===== src/ps2mc_pkg.sv =====
`default_nettype none

package ps2mc_pkg;

   // Widths fixed by the byte stream and the register file
   localparam int ByteW = 8;
   localparam int SizeW = 13;

   // Flags byte bit positions
   localparam int FlagLeftBit   = 0;
   localparam int FlagRightBit  = 1;
   localparam int FlagMiddleBit = 2;
   localparam int FlagSyncBit   = 3;
   localparam int FlagOvfXBit   = 6;
   localparam int FlagOvfYBit   = 7;

   // Register indexes
   typedef enum logic [0:0] {
      CSR_SCREEN_WIDTH  = 1'b0,
      CSR_SCREEN_HEIGHT = 1'b1
   } csr_index_type;

   localparam logic [SizeW-1:0] ScreenWidthReset  = 13'd640;
   localparam logic [SizeW-1:0] ScreenHeightReset = 13'd480;

   // Packet byte position
   typedef enum logic [2:0] {
      PH_FLAGS   = 3'b001,
      PH_DELTA_X = 3'b010,
      PH_DELTA_Y = 3'b100
   } phase_type;

   // Packet assembly state carried between requests
   typedef struct packed {
      phase_type        phase;
      logic [ByteW-1:0] flags;
      logic [ByteW-1:0] delta_x;
   } pkt_ctl_type;

endpackage

`default_nettype wire


===== src/ps2mc_step.sv =====
`default_nettype none

module ps2mc_step
   import ps2mc_pkg::*;
#(
   parameter int COORD_WIDTH = 12
) (
   input  wire logic [ByteW-1:0]       rx_byte,
   input  wire pkt_ctl_type            ctl_ff,
   input  wire logic [COORD_WIDTH-1:0] pos_x_ff,
   input  wire logic [COORD_WIDTH-1:0] pos_y_ff,
   input  wire logic [SizeW-1:0]       screen_width,
   input  wire logic [SizeW-1:0]       screen_height,
   output pkt_ctl_type                 ctl_in,
   output logic [COORD_WIDTH-1:0]      pos_x_in,
   output logic [COORD_WIDTH-1:0]      pos_y_in,
   output logic                        moved
);

   localparam int SumW = COORD_WIDTH + 2;
   localparam int CmpW = (SumW > SizeW + 1) ? SumW : SizeW + 1;

   // Add a signed byte delta to a coordinate and clamp to 0 .. size-1, capped at the coordinate maximum
   function automatic logic [COORD_WIDTH-1:0] advance(
      input logic [COORD_WIDTH-1:0] pos,
      input logic [ByteW-1:0]       delta,
      input logic [SizeW-1:0]       size
   );
      logic [SumW-1:0]  sum;
      logic [SizeW-1:0] size_m1;
      logic [CmpW-1:0]  lim;
      logic [CmpW-1:0]  coord_max;
      logic [COORD_WIDTH-1:0] res;
      sum = {2'b00, pos} + {{(SumW-ByteW){delta[ByteW-1]}}, delta};
      size_m1 = (size == '0) ? '0 : size - SizeW'(1);
      coord_max = CmpW'({COORD_WIDTH{1'b1}});
      lim = (CmpW'(size_m1) > coord_max) ? coord_max : CmpW'(size_m1);
      if (sum[SumW-1]) begin
         res = '0;
      end else if (CmpW'(sum) >= lim) begin
         res = lim[COORD_WIDTH-1:0];
      end else begin
         res = sum[COORD_WIDTH-1:0];
      end
      return res;
   endfunction

   logic [ByteW-1:0] delta_y;

   // Y axis points up on the mouse: negate with 8-bit wrap
   assign delta_y = ByteW'(0) - rx_byte;

   // Advance the packet one byte
   always_comb begin
      ctl_in   = ctl_ff;
      pos_x_in = pos_x_ff;
      pos_y_in = pos_y_ff;
      moved    = 1'b0;
      unique case (ctl_ff.phase)
         PH_DELTA_X: begin
            ctl_in.delta_x = rx_byte;
            ctl_in.phase   = PH_DELTA_Y;
         end
         PH_DELTA_Y: begin
            ctl_in.phase = PH_FLAGS;
            // drop the packet on either overflow flag
            if (!ctl_ff.flags[FlagOvfXBit] && !ctl_ff.flags[FlagOvfYBit]) begin
               pos_x_in = advance(pos_x_ff, ctl_ff.delta_x, screen_width);
               pos_y_in = advance(pos_y_ff, delta_y, screen_height);
               moved    = 1'b1;
            end
         end
         default: begin
            // flags byte: always stored, advance only when in sync
            ctl_in.flags = rx_byte;
            ctl_in.phase = rx_byte[FlagSyncBit] ? PH_DELTA_X : PH_FLAGS;
         end
      endcase
   end

endmodule

`default_nettype wire


===== src/ps2_mouse_packet_cursor_core.sv =====
// Latency: a response is valid the cycle after its request is accepted.
// Throughput: one request per cycle while no response is stalled; a new byte is taken while the previous
// response is being read, the response register is the only stage.
// Reset (synchronous): packet phase returns to PH_FLAGS; flags, delta X and cursor clear to zero,
// screen size returns to 640 x 480, and the response register empties.
`default_nettype none

module ps2_mouse_packet_cursor_core
   import ps2mc_pkg::*;
#(
   parameter int COORD_WIDTH = 12
) (
   input  wire logic                   clock,
   input  wire logic                   reset,
   // request channel
   input  wire logic                   req_valid,
   output logic                        req_stall,
   input  wire logic [ByteW-1:0]       req_rx_byte,
   // response channel
   output logic                        rsp_valid,
   input  wire logic                   rsp_stall,
   output logic [COORD_WIDTH-1:0]      rsp_cursor_x,
   output logic [COORD_WIDTH-1:0]      rsp_cursor_y,
   output logic                        rsp_button_left,
   output logic                        rsp_button_right,
   output logic                        rsp_button_middle,
   output logic                        rsp_moved,
   // register writes
   input  wire logic                   csr_we,
   input  wire logic [0:0]             csr_index,
   input  wire logic [SizeW-1:0]       csr_wdata
);

   logic [SizeW-1:0]       screen_width_ff;
   logic [SizeW-1:0]       screen_height_ff;
   pkt_ctl_type            ctl_ff;
   pkt_ctl_type            ctl_in;
   logic [COORD_WIDTH-1:0] pos_x_ff;
   logic [COORD_WIDTH-1:0] pos_x_in;
   logic [COORD_WIDTH-1:0] pos_y_ff;
   logic [COORD_WIDTH-1:0] pos_y_in;
   logic                   moved_in;
   logic                   rsp_valid_ff;
   logic                   rsp_moved_ff;
   logic [COORD_WIDTH-1:0] rsp_cursor_x_ff;
   logic [COORD_WIDTH-1:0] rsp_cursor_y_ff;
   logic [2:0]             rsp_buttons_ff;
   logic                   req_take;

   // Hold off requests only while a response waits and is not being taken
   assign req_stall = rsp_valid_ff && rsp_stall;
   assign req_take  = req_valid && !req_stall;

   // Register writes
   always_ff @(posedge clock) begin
      if (reset) begin
         screen_width_ff  <= ScreenWidthReset;
         screen_height_ff <= ScreenHeightReset;
      end else if (csr_we) begin
         unique case (csr_index_type'(csr_index))
            CSR_SCREEN_WIDTH:  screen_width_ff  <= csr_wdata;
            CSR_SCREEN_HEIGHT: screen_height_ff <= csr_wdata;
            default: ;
         endcase
      end
   end

   ps2mc_step #(
      .COORD_WIDTH(COORD_WIDTH)
   ) u_step (
      .rx_byte       (req_rx_byte),
      .ctl_ff        (ctl_ff),
      .pos_x_ff      (pos_x_ff),
      .pos_y_ff      (pos_y_ff),
      .screen_width  (screen_width_ff),
      .screen_height (screen_height_ff),
      .ctl_in        (ctl_in),
      .pos_x_in      (pos_x_in),
      .pos_y_in      (pos_y_in),
      .moved         (moved_in)
   );

   // Advance packet state and cursor on each accepted request
   always_ff @(posedge clock) begin
      if (reset) begin
         ctl_ff.phase   <= PH_FLAGS;
         ctl_ff.flags   <= '0;
         ctl_ff.delta_x <= '0;
         pos_x_ff       <= '0;
         pos_y_ff       <= '0;
      end else if (req_take) begin
         ctl_ff   <= ctl_in;
         pos_x_ff <= pos_x_in;
         pos_y_ff <= pos_y_in;
      end
   end

   // Response register: load on accept, drop when taken
   always_ff @(posedge clock) begin
      if (reset) begin
         rsp_valid_ff <= 1'b0;
      end else if (req_take) begin
         rsp_valid_ff <= 1'b1;
      end else if (!rsp_stall) begin
         rsp_valid_ff <= 1'b0;
      end
   end

   always_ff @(posedge clock) begin
      if (req_take) begin
         rsp_cursor_x_ff <= pos_x_in;
         rsp_cursor_y_ff <= pos_y_in;
         rsp_buttons_ff  <= {ctl_in.flags[FlagMiddleBit], ctl_in.flags[FlagRightBit],
                             ctl_in.flags[FlagLeftBit]};
         rsp_moved_ff    <= moved_in;
      end
   end

   assign rsp_valid         = rsp_valid_ff;
   assign rsp_cursor_x      = rsp_cursor_x_ff;
   assign rsp_cursor_y      = rsp_cursor_y_ff;
   assign rsp_button_left   = rsp_buttons_ff[0];
   assign rsp_button_right  = rsp_buttons_ff[1];
   assign rsp_button_middle = rsp_buttons_ff[2];
   assign rsp_moved         = rsp_moved_ff;

endmodule

`default_nettype wire


===== config.mk =====
export PLATFORM = sky130hd
export DESIGN_NAME = ps2_mouse_packet_cursor_core
export DESIGN_NICKNAME = d
export VERILOG_FILES = /design/src/ps2mc_pkg.sv /design/src/ps2mc_step.sv /design/src/ps2_mouse_packet_cursor_core.sv
export SDC_FILE = /design/constraint.sdc
export NUM_CORES = 1
export LEC_CHECK = 0
export BUFFER_PORTS_ARGS = -buffer_cell sky130_fd_sc_hd__clkbuf_2
export CAP_MARGIN = 20
export CELL_PAD_IN_SITES_DETAIL_PLACEMENT = 0
export CELL_PAD_IN_SITES_GLOBAL_PLACEMENT = 2
export CORE_ASPECT_RATIO = 1.25
export CORE_MARGIN = 3
export CORE_UTILIZATION = 40
export DETAILED_ROUTE_END_ITERATION = 7
export MAX_ROUTING_LAYER = met4
export PLACE_DENSITY = 0.95
export SLEW_MARGIN = 30
export SYNTH_ARGS = -nofsm -noshare
export SYNTH_HDL_FRONTEND = slang
export SYNTH_SLANG_ARGS = --single-unit

===== constraint.sdc =====
create_clock -name clock -period 10.4 [get_ports clock]
set_input_delay 0.52 -clock clock [delete_from_list [all_inputs] [get_ports clock]]
set_output_delay 0.52 -clock clock [all_outputs]
set_load 0.05 [all_outputs]

==> flow_summary_export.csv <==
group,metric,value,unit
logic_synthesis,synth_top_family_by_area,"compound AO/OA/AOI/OAI gates",
outcome,status,"finished clean",
flow_run,cap_viol_max_count,0,
grt,grt_pass1_vias,5381,
critical_path,worstPathRequired,10500,ps
logic_synthesis,syn_inst,743,
logic_synthesis,synth_fa_ha_area_share,12.3,%
grt,grt.total_usage,19.1,%
detailed_routing,drt_pass1_iterations,5,
critical_path,arrival,5940,ps
logic_synthesis,synthArstFlopShare,0,%
place,gp_congestion,0.835,
clock_tree,root_buffer,"clkbuf_16",
detailed_routing,drcViolationCount,0,
detailed_routing,wire_per_inst,15.8,um
logic_synthesis,ys_warn_count,0,
clock_tree,cts_buffers,9,
logic_synthesis,synth-compound-area-share,20.7,%
grt,grt_remaining_overflow,0,
die,num_io_pins,57,
pwr,p_leak,3.04,nW
detailed_routing,vias,5400,
clock_tree,h-tree-depth,3,
sta,slew_viol_final,0,
die,die-area,17200,sq um
die,initial_core_util,41.3,%
clock_tree,cts_sinks,95,
die,core_area,15100,sq um
sta,grt_setup_unrepaired,"no",
cells_and_area,area_growth,13.3,%
detailed_routing,viasPerCell,5.38,
sta,hold_viol_final,0,
detailed_routing,drt-initial-drc-count,306,
place,place.port_buffers,56,
sta,fmaxAchievable,171,MHz
pwr,pwr_density_cell,136,nW/um^2
clock_tree,cts_tree,"built",
logic_synthesis,yosysTopAreaCell,"dfxtp_1",
logic_synthesis,synth_seq_cells,95,
sta,skew,9.74,ps
grt,grt_first_pass_wirelength,26.2,mm
clock_tree,clk_latency,350,ps
critical_path,r2r_slack,5400,ps
logic_synthesis,synth_area_leaders,"dfxtp_1 (21%), edfxtp_1 (13%), ha_1 (11%)",
worst_hold_path,whs_endpoint,"rsp_valid",
worst_hold_path,min_from,"req_valid",
logic_synthesis,synthFlopType,"dfxtp_1",
pwr,total_power,0.966,mW
logic_synthesis,synth_seq_area_share,34.9,%
sta,layout_min_cycle_time,5840,ps
logic_synthesis,ys_top_cells_by_count,"nand2_1 (126), dfxtp_1 (67), a21oi_1 (65)",
grt,antenna_found_initial,0,
critical_path,cp-end-kind,"register",
die,die_x,118,um
clock_tree,clk_path_buf_depth,2,
logic_synthesis,synthSimpleGateAreaFrac,19.8,%
logic_synthesis,synth_xor_xnor_area_share,5.58,%
cells_and_area,nNetsFinal,874,
critical_path,r2r_end,"rsp_cursor_y[7]",
detailed_routing,ant_nets,0,
critical_path,rr_worst_depth,14,
logic_synthesis,yosysUniqueCellTypes,69,
clock_tree,cts_setup_buffers,0,
place,dp_hpwl,12.2,mm
pwr,vdd_drop_max,55.3,uV
logic_synthesis,syn_area_per_cell,8.42,sq um
sta,slew_headroom,48.0,%
logic_synthesis,synth_top_area_share,21.4,%
grt,grt_max_degree,46,
die,die_h,146,um
sta,setup_viol,0,
logic_synthesis,synth-edff-count,28,
critical_path,crit_type,"primary input to register",
worst_hold_path,min_path_cells,3,
worst_hold_path,hp-class,"primary input to register",
logic_synthesis,syn_area,6260,sq um
clock_tree,cts_resized,0,
clock_tree,cts_hold_buffers,0,
sta,final.setup.tns,0,ps
cells_and_area,num_antenna_cells,0,
cells_and_area,drive_gt1_share,12.3,%
detailed_routing,routed_wl,15.8,mm
logic_synthesis,synthMuxAreaShare,2.78,%
critical_path,crit_fanout,13,
die,rows,50,
critical_path,rr_startpoint,"pos_y_ff[4]",
sta,tightest_slew,774,ps
clock_tree,path_clk_slew,70,ps
critical_path,critPathLaunchType,"primary input",
logic_synthesis,synth_most_common_cell,"nand2_1",
sta,min_period_over_period,56.2,%
==> layout make-up <==
class                           instances  area (sq um)
Inverter                               33           124
Clock inverter                          6           133
Tap cell                              208           260
Multi-Input combinational cell        589          3830
Sequential cell                        95          2180
Timing Repair Buffer                   62           325
Fill cell                            1522          8050
Clock buffer                           10           229
==> flip-flops by register name (all words and copies together), names as in the netlist <==
name,flops
ctl_ff,16
pos_x_ff,12
pos_y_ff,12
rsp_buttons_ff,3
rsp_cursor_x,12
rsp_cursor_y,12
rsp_moved,1
rsp_valid,1
screen_height_ff,13
screen_width_ff,13
==> critical path, stage by stage <==
cell	delay [ps]
clkbuf_2	100
inv_1	110
ha_1	190
inv_1	60
or3_2	420
xor2_1	160
ha_1	340
a2111oi_0	580
a211oi_1	120
a31oi_1	530
o21ai_0	250
xnor2_1	240
ha_1	280
a211o_1	280
a211oi_1	190
o21ai_0	130
o21ai_1	580
buf_4	300
mux2_2	360
a22o_1	200
==> metrics by stage <==
stage | instance area [sq um] | cells | hold WS, ps | setup slack [ps] | utilization [%]
2_1_floorplan | 6260 | 744 | 451 | 5490 | -
3_3_place_gp | 6730 | 987 | 466 | 4480 | 44.4
3_5_place_dp | 6730 | 987 | 472 | 4360 | 44.4
4_1_cts | 7090 | 1003 | 398 | 4680 | 46.8
5_1_grt | 7090 | 1003 | 419 | 4160 | 46.8
6_report | 7090 | 1003 | 405 | 4560 | 46.8
==> worst max-delay path by stage <==
stage,startpoint,to,slack (ps),cells past startpoint
2_1_floorplan,req_rx_byte[3],rsp_cursor_y[4],5490,19
3_3_place_gp,req_rx_byte[0],rsp_cursor_y[7],4480,20
3_5_place_dp,req_rx_byte[0],rsp_cursor_y[7],4360,20
4_1_cts,req_rx_byte[0],rsp_cursor_y[7],4680,20
5_1_grt,req_rx_byte[0],rsp_cursor_y[7],4160,20
6_report,req_rx_byte[0],rsp_cursor_y[7],4560,20
==> placed cells by master, fill, tap and decap left out, types with 17 or more instances in the layout <==
| master | netlist | final |
|---|---|---|
| inv_1 | 33 | 33 |
| o21ai_0 | 52 | 52 |
| nor3_1 | 17 | 17 |
| clkbuf_2 | 0 | 56 |
| nor2_1 | 62 | 62 |
| dfxtp_1 | 67 | 67 |
| edfxtp_1 | 28 | 28 |
| ha_1 | 55 | 55 |
| xnor2_1 | 26 | 26 |
| nand2_1 | 126 | 126 |
| a21oi_1 | 65 | 65 |
==> routing by layer <==
layer	part of all wire, %	GRT usage [%]	wire, um
met1	43	21.6	6870
met2	53	34.4	8350
met3	2.5	2.80	391
met4	1.4	5.98	229
met5	0	-	0
==> cells by family (layout without fill, tap and decap cells) <==
kind of cell / after synthesis / after routing
compound gates: 204 / 204
xor+xnor: 39 / 39
fa+ha+maj: 61 / 61
buf+inv: 60 / 111
flops: 95 / 95
mux: 17 / 17
other cells: 1 / 2
simple gates: 266 / 266
==> report_power, final <==
part           internal, mW  leakage, nW  switching (mW)
registers             0.393        0.827          0.0105
logic                0.0566         2.04           0.103
clock network         0.259        0.173           0.144
Note: power is estimated with default switching activity, not from simulation.
